[src/sv/rmsn_pkg.sv]
// Package for the RMS normalization block: widths, constants and payload types.
// No dependencies; every other file of the block imports it.

package rmsn_pkg;

    // Field and state widths.
    localparam int DATA_W    = 16;
    localparam int EPS_W     = 16;
    localparam int SUM_W     = 44;
    localparam int COUNT_W   = 13;
    localparam int INV_W     = 32;
    localparam int MAX_LEN   = 4096;
    localparam int COUNT_CAP = (MAX_LEN > 8191) ? 8191 : MAX_LEN;

    // Reset value of the epsilon register, in units of 2^-24.
    localparam logic [EPS_W-1:0] EPS_RESET = 16'd168;

    // Mean square is the quotient plus epsilon; one bit of headroom.
    localparam int MEAN_W = SUM_W + 1;
    // Divisor register holds either the count or the mean.
    localparam int DVS_W  = MEAN_W + 1;
    // Partial remainder of the shared compare/subtract unit.
    localparam int REM_W  = DVS_W + 1;
    // Quotient of 2^56 / mean needs 57 bits; the root shares the register.
    localparam int QUO_W  = 57;
    // Dividend / radicand shift register, an even width for the root.
    localparam int DVD_W  = QUO_W + 1;

    // Iteration counts of the three sequences.
    localparam int DIV1_STEPS = SUM_W;
    localparam int DIV2_STEPS = QUO_W;
    localparam int ROOT_STEPS = DVD_W / 2;
    localparam int STEP_W     = 6;

    // Shared multiplier operand and product widths.
    localparam int MA_W   = INV_W + 1;
    localparam int MB_W   = DATA_W + 1;
    localparam int PROD_W = MA_W + MB_W;

    // Action codes.
    localparam logic ACT_ACCUM = 1'b0;
    localparam logic ACT_SCALE = 1'b1;

    // Input request.
    typedef struct packed {
        logic                     action;
        logic signed [DATA_W-1:0] element_value;
        logic signed [DATA_W-1:0] weight_value;
        logic                     last_element;
    } in_req_t;

    // Output result.
    typedef struct packed {
        logic signed [DATA_W-1:0] result_value;
        logic                     saturated;
    } out_rsp_t;

    // Result of the shared compare/subtract unit.
    typedef struct packed {
        logic             ge;
        logic [REM_W-1:0] diff;
    } cs_res_t;

endpackage

[src/sv/rmsn_cmpsub.sv]
// Shared compare/subtract unit used by the restoring divide and square root.
// Depends on rmsn_pkg for widths and the result struct.

module rmsn_cmpsub
    import rmsn_pkg::*;
(
    input  logic [REM_W-1:0] a,
    input  logic [REM_W-1:0] b,
    output cs_res_t          res
);

    logic [REM_W:0] wide;

    // One wide subtract; the borrow tells whether a is at least b.
    assign wide     = {1'b0, a} - {1'b0, b};
    assign res.ge   = ~wide[REM_W];
    assign res.diff = wide[REM_W-1:0];

endmodule

[src/sv/rmsn_mul.sv]
// Shared signed multiplier with a registered product.
// Depends on rmsn_pkg for operand widths.

module rmsn_mul
    import rmsn_pkg::*;
(
    input  logic                     clk,
    input  logic                     en,
    input  logic signed [MA_W-1:0]   a,
    input  logic signed [MB_W-1:0]   b,
    output logic signed [PROD_W-1:0] prod
);

    logic signed [PROD_W-1:0] prod_reg;

    // The product is held until the next enabled multiply.
    always_ff @(posedge clk)
    begin
        if (en)
        begin
            prod_reg <= a * b;
        end
    end

    assign prod = prod_reg;

endmodule

[src/sv/rms_norm_vector.sv]
// Top level of the RMS normalization block: sequencer, state and output register.
// Depends on rmsn_pkg, rmsn_mul and rmsn_cmpsub.
//
//   Channel  Direction  Handshake            Payload
//   in       input      in_valid/in_ready    in_data  (in_req_t)
//   out      output     out_valid/out_ready  out_data (out_rsp_t)
//   cfg      input      cfg_we               cfg_wdata (epsilon, 16 bits)
//
// An accumulate request squares its element and a scale request passes through
// the shared multiplier. The closing accumulate request runs a 44-step divide
// by the count, a 57-step divide of 2^56 by the mean and a 29-step square root,
// all on one shared compare/subtract unit; a zero mean skips the last two.
// in_ready is high only while the sequencer is idle. The output register lets a
// result wait for out_ready while the next request is taken; a scale request
// that finishes while the register is still full holds until it drains.
// rst_n clears the sum, count, scale and sequencer asynchronously; epsilon
// returns to 168.

module rms_norm_vector
    import rmsn_pkg::*;
(
    input  logic             clk,
    input  logic             rst_n,
    input  logic             in_valid,
    output logic             in_ready,
    input  in_req_t          in_data,
    output logic             out_valid,
    input  logic             out_ready,
    output out_rsp_t         out_data,
    input  logic             cfg_we,
    input  logic [EPS_W-1:0] cfg_wdata
);

    localparam int R_W = PROD_W - 14;
    localparam logic signed [R_W-1:0] R_MAX = R_W'((64'sd1 <<< (DATA_W - 1)) - 64'sd1);
    localparam logic signed [R_W-1:0] R_MIN = -R_MAX - R_W'(1);

    typedef enum logic [3:0] {
        ST_IDLE,
        ST_SQ,
        ST_ACC,
        ST_DIV1,
        ST_EPS,
        ST_DIV2,
        ST_ROOT_LD,
        ST_SQRT,
        ST_FIN,
        ST_MUL1,
        ST_MUL2,
        ST_SAT
    } state_t;

    // Control and state registers.
    state_t               state_reg, state_next;
    logic                 out_valid_reg, out_valid_next;
    out_rsp_t             out_data_reg, out_data_next;
    logic [EPS_W-1:0]     eps_reg, eps_next;
    logic [SUM_W-1:0]     sum_reg, sum_next;
    logic [COUNT_W-1:0]   cnt_reg, cnt_next;
    logic [INV_W-1:0]     inv_reg, inv_next;
    logic [STEP_W-1:0]    step_reg, step_next;

    // Datapath registers.
    logic signed [DATA_W-1:0] elem_reg, elem_next;
    logic signed [DATA_W-1:0] weight_reg, weight_next;
    logic                     last_reg, last_next;
    logic [DVD_W-1:0]         dvd_reg, dvd_next;
    logic [DVS_W-1:0]         dvs_reg, dvs_next;
    logic [REM_W-1:0]         rem_reg, rem_next;
    logic [QUO_W-1:0]         quo_reg, quo_next;

    // Shared unit connections.
    logic                     mul_en;
    logic signed [MA_W-1:0]   mul_a;
    logic signed [MB_W-1:0]   mul_b;
    logic signed [PROD_W-1:0] prod;
    logic [REM_W-1:0]         cs_a, cs_b;
    cs_res_t                  cs;

    // Derived values.
    logic [SUM_W:0]           sum_add;
    logic [SUM_W-1:0]         sum_new;
    logic [COUNT_W-1:0]       cnt_new;
    logic [COUNT_W-1:0]       cnt_div;
    logic [MEAN_W-1:0]        mean;
    logic signed [INV_W-1:0]  scaled;
    logic signed [R_W-1:0]    r_full;
    out_rsp_t                 sat_rsp;

    rmsn_mul u_mul (
        .clk  (clk),
        .en   (mul_en),
        .a    (mul_a),
        .b    (mul_b),
        .prod (prod)
    );

    rmsn_cmpsub u_cmpsub (
        .a   (cs_a),
        .b   (cs_b),
        .res (cs)
    );

    assign in_ready  = (state_reg == ST_IDLE);
    assign out_valid = out_valid_reg;
    assign out_data  = out_data_reg;

    // Saturating sum and count update from the registered square.
    assign sum_add = {1'b0, sum_reg} + {1'b0, prod[SUM_W-1:0]};
    assign sum_new = sum_add[SUM_W] ? {SUM_W{1'b1}} : sum_add[SUM_W-1:0];
    assign cnt_new = (cnt_reg < COUNT_W'(COUNT_CAP)) ? cnt_reg + COUNT_W'(1) : cnt_reg;
    assign cnt_div = (cnt_new == '0) ? COUNT_W'(1) : cnt_new;

    // Mean square from the first quotient.
    assign mean = {1'b0, quo_reg[SUM_W-1:0]} + MEAN_W'(eps_reg);

    // Floor shifts of the two products.
    assign scaled = prod[INV_W+15:16];
    assign r_full = prod[R_W+11:12];

    // Output clamp.
    always_comb
    begin
        sat_rsp.saturated    = 1'b0;
        sat_rsp.result_value = r_full[DATA_W-1:0];
        if (r_full > R_MAX)
        begin
            sat_rsp.saturated    = 1'b1;
            sat_rsp.result_value = R_MAX[DATA_W-1:0];
        end
        else if (r_full < R_MIN)
        begin
            sat_rsp.saturated    = 1'b1;
            sat_rsp.result_value = R_MIN[DATA_W-1:0];
        end
    end

    // Compare/subtract operands: a divide step or a square root step.
    always_comb
    begin
        if (state_reg == ST_SQRT)
        begin
            cs_a = {rem_reg[REM_W-3:0], dvd_reg[DVD_W-1:DVD_W-2]};
            cs_b = {quo_reg[REM_W-3:0], 2'b01};
        end
        else
        begin
            cs_a = {rem_reg[REM_W-2:0], dvd_reg[DVD_W-1]};
            cs_b = {1'b0, dvs_reg};
        end
    end

    // Sequencer next-state logic.
    always_comb
    begin
        state_next     = state_reg;
        out_valid_next = out_valid_reg;
        out_data_next  = out_data_reg;
        eps_next       = eps_reg;
        sum_next       = sum_reg;
        cnt_next       = cnt_reg;
        inv_next       = inv_reg;
        step_next      = step_reg;
        elem_next      = elem_reg;
        weight_next    = weight_reg;
        last_next      = last_reg;
        dvd_next       = dvd_reg;
        dvs_next       = dvs_reg;
        rem_next       = rem_reg;
        quo_next       = quo_reg;
        mul_en         = 1'b0;
        mul_a          = {{(MA_W-DATA_W){elem_reg[DATA_W-1]}}, elem_reg};
        mul_b          = {elem_reg[DATA_W-1], elem_reg};

        if (cfg_we)
        begin
            eps_next = cfg_wdata;
        end

        if (out_valid_reg && out_ready)
        begin
            out_valid_next = 1'b0;
        end

        case (state_reg)
            ST_IDLE:
            begin
                if (in_valid)
                begin
                    elem_next   = in_data.element_value;
                    weight_next = in_data.weight_value;
                    last_next   = in_data.last_element;
                    state_next  = (in_data.action == ACT_SCALE) ? ST_MUL1 : ST_SQ;
                end
            end

            ST_SQ:
            begin
                mul_en     = 1'b1;
                state_next = ST_ACC;
            end

            ST_ACC:
            begin
                sum_next = sum_new;
                cnt_next = cnt_new;
                if (last_reg)
                begin
                    dvd_next   = {sum_new, (DVD_W-SUM_W)'(0)};
                    dvs_next   = DVS_W'(cnt_div);
                    rem_next   = '0;
                    quo_next   = '0;
                    step_next  = '0;
                    sum_next   = '0;
                    cnt_next   = '0;
                    state_next = ST_DIV1;
                end
                else
                begin
                    state_next = ST_IDLE;
                end
            end

            ST_DIV1, ST_DIV2:
            begin
                rem_next  = cs.ge ? cs.diff : cs_a;
                quo_next  = {quo_reg[QUO_W-2:0], cs.ge};
                dvd_next  = {dvd_reg[DVD_W-2:0], 1'b0};
                step_next = step_reg + STEP_W'(1);
                if (state_reg == ST_DIV1 && step_reg == STEP_W'(DIV1_STEPS - 1))
                begin
                    state_next = ST_EPS;
                end
                else if (state_reg == ST_DIV2 && step_reg == STEP_W'(DIV2_STEPS - 1))
                begin
                    state_next = ST_ROOT_LD;
                end
            end

            ST_EPS:
            begin
                if (mean == '0)
                begin
                    // Zero mean: every scale qualifies, so take the largest.
                    inv_next   = '1;
                    state_next = ST_IDLE;
                end
                else
                begin
                    dvd_next   = {1'b1, (DVD_W-1)'(0)};
                    dvs_next   = {1'b0, mean};
                    rem_next   = '0;
                    quo_next   = '0;
                    step_next  = '0;
                    state_next = ST_DIV2;
                end
            end

            ST_ROOT_LD:
            begin
                dvd_next   = {1'b0, quo_reg};
                rem_next   = '0;
                quo_next   = '0;
                step_next  = '0;
                state_next = ST_SQRT;
            end

            ST_SQRT:
            begin
                rem_next  = cs.ge ? cs.diff : cs_a;
                quo_next  = {quo_reg[QUO_W-2:0], cs.ge};
                dvd_next  = {dvd_reg[DVD_W-3:0], 2'b00};
                step_next = step_reg + STEP_W'(1);
                if (step_reg == STEP_W'(ROOT_STEPS - 1))
                begin
                    state_next = ST_FIN;
                end
            end

            ST_FIN:
            begin
                inv_next   = quo_reg[INV_W-1:0];
                state_next = ST_IDLE;
            end

            ST_MUL1:
            begin
                mul_en     = 1'b1;
                mul_a      = {1'b0, inv_reg};
                state_next = ST_MUL2;
            end

            ST_MUL2:
            begin
                mul_en     = 1'b1;
                mul_a      = {scaled[INV_W-1], scaled};
                mul_b      = {weight_reg[DATA_W-1], weight_reg};
                state_next = ST_SAT;
            end

            ST_SAT:
            begin
                if (!out_valid_reg || out_ready)
                begin
                    out_valid_next = 1'b1;
                    out_data_next  = sat_rsp;
                    state_next     = ST_IDLE;
                end
            end

            default:
            begin
                state_next = ST_IDLE;
            end
        endcase
    end

    // State and registered outputs.
    always_ff @(posedge clk or negedge rst_n)
    begin
        if (!rst_n)
        begin
            state_reg     <= ST_IDLE;
            out_valid_reg <= 1'b0;
            out_data_reg  <= '0;
            eps_reg       <= EPS_RESET;
            sum_reg       <= '0;
            cnt_reg       <= '0;
            inv_reg       <= '0;
            step_reg      <= '0;
        end
        else
        begin
            state_reg     <= state_next;
            out_valid_reg <= out_valid_next;
            out_data_reg  <= out_data_next;
            eps_reg       <= eps_next;
            sum_reg       <= sum_next;
            cnt_reg       <= cnt_next;
            inv_reg       <= inv_next;
            step_reg      <= step_next;
        end
    end

    // Datapath registers.
    always_ff @(posedge clk)
    begin
        elem_reg   <= elem_next;
        weight_reg <= weight_next;
        last_reg   <= last_next;
        dvd_reg    <= dvd_next;
        dvs_reg    <= dvs_next;
        rem_reg    <= rem_next;
        quo_reg    <= quo_next;
    end

`ifndef SYNTHESIS
    // A non-closing accumulate request returns the block to idle after the square and accumulate states.
    assert property (@(posedge clk) disable iff (!rst_n)
        (in_valid && in_ready && in_data.action == ACT_ACCUM && !in_data.last_element)
        |-> ##3 in_ready)
        else $error("accumulate request did not return to idle");

    // During either divide the partial remainder stays below the divisor.
    assert property (@(posedge clk) disable iff (!rst_n)
        (state_reg == ST_DIV1 || state_reg == ST_DIV2) |-> (rem_reg < {1'b0, dvs_reg}))
        else $error("divide remainder out of range");

    // Sum and count are cleared once the closing sequence starts.
    assert property (@(posedge clk) disable iff (!rst_n)
        (state_reg == ST_DIV1) |-> (sum_reg == '0 && cnt_reg == '0))
        else $error("sum or count not cleared on closing request");

    // A result appears only out of the clamp stage.
    assert property (@(posedge clk) disable iff (!rst_n)
        $rose(out_valid_reg) |-> ($past(state_reg) == ST_SAT))
        else $error("result produced outside the clamp stage");

    // A saturated result sits at one end of the output range.
    assert property (@(posedge clk) disable iff (!rst_n)
        (out_valid_reg && out_data_reg.saturated)
        |-> (out_data_reg.result_value == R_MAX[DATA_W-1:0]
             || out_data_reg.result_value == R_MIN[DATA_W-1:0]))
        else $error("saturated flag with an unclamped value");
`endif

endmodule
[config.mk]
export PLATFORM = sky130hd
export DESIGN_NAME = rms_norm_vector
export DESIGN_NICKNAME = d
export VERILOG_FILES = /design/src/sv/rmsn_pkg.sv /design/src/sv/rmsn_cmpsub.sv /design/src/sv/rmsn_mul.sv /design/src/sv/rms_norm_vector.sv
export SDC_FILE = /design/constraint.sdc
export NUM_CORES = 2
export LEC_CHECK = 0
export ABC_AREA = 1
export BUFFER_PORTS_ARGS = -buffer_cell sky130_fd_sc_hd__buf_2
export CAP_MARGIN = 30
export CORE_ASPECT_RATIO = 2
export CORE_MARGIN = 4
export CORE_UTILIZATION = 51
export DETAILED_ROUTE_END_ITERATION = 8
export HOLD_SLACK_MARGIN = 0.08
export PLACE_DENSITY = 0.67
export SLEW_MARGIN = 20
export SYNTH_ARGS = -nofsm -noshare
export SYNTH_HDL_FRONTEND = slang
export SYNTH_SLANG_ARGS = --single-unit
[constraint.sdc]
create_clock -name clk -period 10.3 [get_ports clk]
set_input_delay 0 -clock clk [delete_from_list [all_inputs] [get_ports clk]]
set_output_delay 0 -clock clk [all_outputs]
set_load 0.01 [all_outputs]
**Word-level counts from Yosys, hierarchy flattened**

Cells that the tools add are included.

- Reductions and logical operators: 22
- Eq/ne operators: 21
- $add $sub $neg: 5
- Mux-type cells: 42
- Shift operators: 0
- Multipliers: 1
- Div/mod/pow operators: 0
- Bitwise gates (word level): 1
- Magnitude comparators: 3

Operators with widths:

| cell | count |
|---|---|
| $pmux W58 S5 | 1 |
| $mux W46 | 5 |
| $pmux W57 S4 | 1 |
| $pmux W46 S4 | 1 |
| $mux W58 | 2 |
| $mux W57 | 2 |
| $mux W47 | 2 |
| $pmux W46 S2 | 1 |
| $mux W44 | 2 |
| $pmux W33 S2 | 1 |
| $pmux W32 S2 | 1 |
| $mux W17 | 3 |
| $mul A33 B17 Y48 | 1 |
| $sub A47 B47 Y48 | 1 |
| $add A44 B16 Y45 | 1 |
| $add A44 B44 Y45 | 1 |
| $logic_not A45 Y1 | 1 |
| $pmux W4 S10 | 1 |
| $mux W13 | 3 |
| $gt A36 B16 Y1 const B | 1 |
| $lt A36 B16 Y1 const B | 1 |
| $mux W32 | 1 |
| $mux W4 | 6 |
| $pmux W6 S4 | 1 |
| 30 further kinds | 54 |

- Word-level logic and storage cells: 112
- Latch bits: 0
- Output and inout port bits: 19
- Bits of input ports: 55
- Flip-flop bits (word level): 421
- Memory bits (writable): 0
- Memories kept: 0
- ROM bits: 0

**Longest topological paths before layout**

- Word-level depth: 6
- Mapped depth: 38

**Modules after synthesis**

A second synthesis with hierarchy kept.

- Cell total of the unflattened synthesis: 6884
- Area total of the unflattened synthesis: 49794.0 sq um

Modules (own cells, without submodules):

| module | cells an instance | area an instance (sq um) | times used | seq. area each (sq um) |
|---|---|---|---|---|
| rms_norm_vector | 3001 | 22769.3 | 1 | 10508.8 |
| rmsn_mul | 2962 | 22656.7 | 1 | 1501.4 |
| rmsn_cmpsub | 921 | 4367.9 | 1 | 0.0 |

**Least setup slack after synthesis**

No wires, ideal clock.

- Kind: flip-flop to flip-flop
- From: register state_reg[3]
- To: register u_mul.prod_reg[30], in the netlist u_mul.prod[30] (data pin)
- Required time: 10040 ps
- Data arrival time: 6845 ps
- Path slack: 3195 ps
- Period minus slack after synthesis: 7105 ps
- Buffers on the path: 3
- Cell stages (with the launch flop): 34
- Cell sequence: dfrtp_1 inv_1 nor2_1 nand2_1 clkbuf_1 clkbuf_1 o21ai_1 inv_1 clkbuf_1 nor2_1 fa_1 inv_1 fa_1 fa_1 fa_1 inv_1 fa_1 inv_1 fa_1 inv_1 ha_1 nand2_1 nor2_1 nand4_1 nor2_1 nor2_1 inv_1 a21oi_1 inv_1 a21oi_1 o21ai_0 nand3_1 nand2_1 xor2_1

- Longest elaborated chain between the ends: 3

Ends and longest elaborated chain:

| what | line | text |
|---|---|---|
| start, declared | rms_norm_vector.sv:54 | `state_t state_reg, state_next;` |
| start signal, assigned | rms_norm_vector.sv:334 | `state_reg <= state_next;` |
| $eq A4 B4 Y1 | rms_norm_vector.sv:185 | `case (state_reg)` |
| $pmux W33 S2 / $mux W17 (equally long branches) | rms_norm_vector.sv:185 |  |
| $mul A33 B17 Y48 * | rmsn_mul.sv:21 | `prod_reg <= a * b;` |
| end signal, assigned | rmsn_mul.sv:21 |  |
| end, declared | rmsn_mul.sv:14 | `logic signed [PROD_W-1:0] prod_reg;` |

Every way passes the cells marked *; elsewhere a longest branch is shown, timed or not.
A chain may end at the register's enable or synchronous reset.

**Worst setup path in the final report**

- From: register state_reg[2]
- To: register u_mul.prod_reg[46], in the netlist u_mul.prod[46] (data pin)

The elaborated chain is that of the path after synthesis.

==> results.json <==
{
  "drt-pass1-iter-count": 6,
  "finalSetupViolCount": 0,
  "die_area_mm2": 0.09427,
  "critical_path.max_stage_delay_ps": 660,
  "max-cap-violations": 0,
  "place_congestion": 1.088,
  "route.detailed.drc": 0,
  "finalCriticalPeriod_ps": 9554,
  "synth_top_area_share_pct": 23.12,
  "tightest_slew_ps": 1065,
  "htreeDepth": 2,
  "cp_common_cell": "inv_1",
  "cp_slowest_cell": "inv_1",
  "post_cts_resized": 0,
  "crit_arrival_ps": 9920,
  "hold_viol": 0,
  "synth-seq-cells": 420,
  "synth_edf_count": 287,
  "grt_max_degree": 76,
  "synth_nets": 6529,
  "syn_area_mm2": 0.04546,
  "grt_pass1_wl_um": 287200,
  "die_x_um": 219.1,
  "path_buf_inv": 9,
  "via_per_inst": 5.857,
  "drive_above_1_share_pct": 6.032,
  "clockRootBuffer": "clkbuf_16",
  "yosysMostFrequentCell": "nand2_1",
  "seq_area_frac_synth_pct": 26.29,
  "portBuffers": 73,
  "rsz0062_at_grt": "false",
  "maxSlewHeadroom_pct": 28.48,
  "hp-class": "input port to register",
  "synth_area_leaders": "fa_1 23%, edfxtp_1 19%, nand2_1 11%",
  "drt_iter0_markers": 3005,
  "antenna_left": 0,
  "status": "finished clean",
  "r2r_slack_ps": 750,
  "totalWireLength_um": 200700,
  "synth_area_leader_cell": "fa_1",
  "worstPathRequired_ps": 10670,
  "synthCells": 5725,
  "clk_latency_ps": 640,
  "largest_register_ffs": 58,
  "critPathLaunchType": "register",
  "post_drt_wl_per_cell_um": 28.40,
  "finalNetCount": 6654,
  "io_pins": 74,
  "crit_fanout": 17,
  "fill_cells": 8605,
  "grt_antenna_before_repair": 10,
  "area_growth_pct": 9.388,
  "grt-ovfl-total": 0,
  "grtUsageTotal_pct": 42.62,
  "cpLargestDelayFamily": "adder cells",
  "start_util_pct": 51.51,
  "max_freq_mhz": 104.7,
  "setup.worst_path.end_class": "register",
  "worstSetupPathType": "register to register",
  "ys_types": 60,
  "final.setup_skew_ps": 32.55,
  "finalCritPeriodShare_pct": 92.75,
  "num_vias": 41377,
  "synth_area_per_cell_um2": 7.941,
  "cts_tree": "done",
  "cts.path.max_buffers": 3,
  "die_h_um": 430.2,
  "hpwl_um": 164800,
  "num_rows": 154,
  "clk_pin_slew_ps": 70,
  "setup-tns-final_ps": 0,
  "grt_pass1_vias": 44467,
  "synthTopCellsByCount": "1279 x nand2_1, 1019 x inv_1, 752 x nor2_1",
  "dpl-instance-area_mm2": 0.04738,
  "numCtsBuffers": 43,
  "yosysWarningCount": 0,
  "slew_violations": 0,
  "clock-sinks": 420,
  "synth_ff_type": "edfxtp_1",
  "async_flop_share_pct": 31.67,
  "fin_area_mm2": 0.04973,
  "core_area_mm2": 0.08825
}
## kinds of logic after synthesis
family / Yosys count / share of synthesized area, %
adders and majority gates: 749 / 29.28
buffers and inverters: 1216 / 10.14
DFF: 420 / 26.29
AOI/OAI and AO/OA: 817 / 10.26
xor gates and xnor gates: 129 / 2.485
and+or+nand+nor: 2372 / 21.02
muxes: 22 / 0.5257
## worst paths after layout
kind	from	endpoint	cells after the start
max	state_reg[2]	u_mul.prod[46]	30
min	in_data[16]	weight_reg[15]	2
max reg2reg	state_reg[2]	u_mul.prod[46]	30
min reg2reg	out_data[11]	out_data[11]	2
max in group asynchronous	rst_n	out_valid	4
min in group asynchronous	rst_n	eps_reg[3]	3
## cells in the final DEF, fill, tap and decap left out, types with 84 or more instances in the layout
cell,instances
ha_1,224
inv_1,1016
o21ai_0,299
dfrtp_1,130
dlygate4sd3_1,84
fa_1,525
nand2_1,1276
nor2_1,746
a21oi_1,272
edfxtp_1,287
nand3_1,164
## layout make-up
class | instances | area, um^2 | share of cell area (%)
Multi-Input combinational cell | 4089 | 29010 | 58.33
Sequential cell | 420 | 11950 | 24.03
Inverter | 1049 | 3940 | 7.923
Timing Repair Buffer | 247 | 1918 | 3.857
Tap cell | 1170 | 1464 | 2.944
Clock buffer | 56 | 1176 | 2.365
Clock inverter | 24 | 250.2 | 0.5032
Antenna cell | 10 | 25.02 | 0.05032
## layer usage
layer  GRT usage, %  share of wire (%)  vias up
met5              0              0.020        -
met1          34.12                 27    20067
met3          7.695                5.3     1099
met4          52.28                 16        6
met2          76.63                 52     1915
li1               -                  -    18290
## through the flow
step	worst slack (ps)	std cells	hold WS [ps]	utilization, %
final	746.5	7065	99.51	56.35
after global routing	477.4	7059	110.2	56.33
after CTS	1042	7051	81.27	56.28
after detailed placement	1096	6886	117.5	53.68
after global placement	1204	6883	112.9	53.66
after floorplan	3195	5725	-295.6	-
## repair_timing
| item | CTS | global route |
|---|---|---|
| endpoints found under the hold margin | 132 | 0 |
| setup buffers | 0 | 0 |
| hold buffers | 85 | 0 |
Power is left out: the tool's default activity adds up to more than one toggle a clock period on the data nets, which glitch-free logic cannot reach.
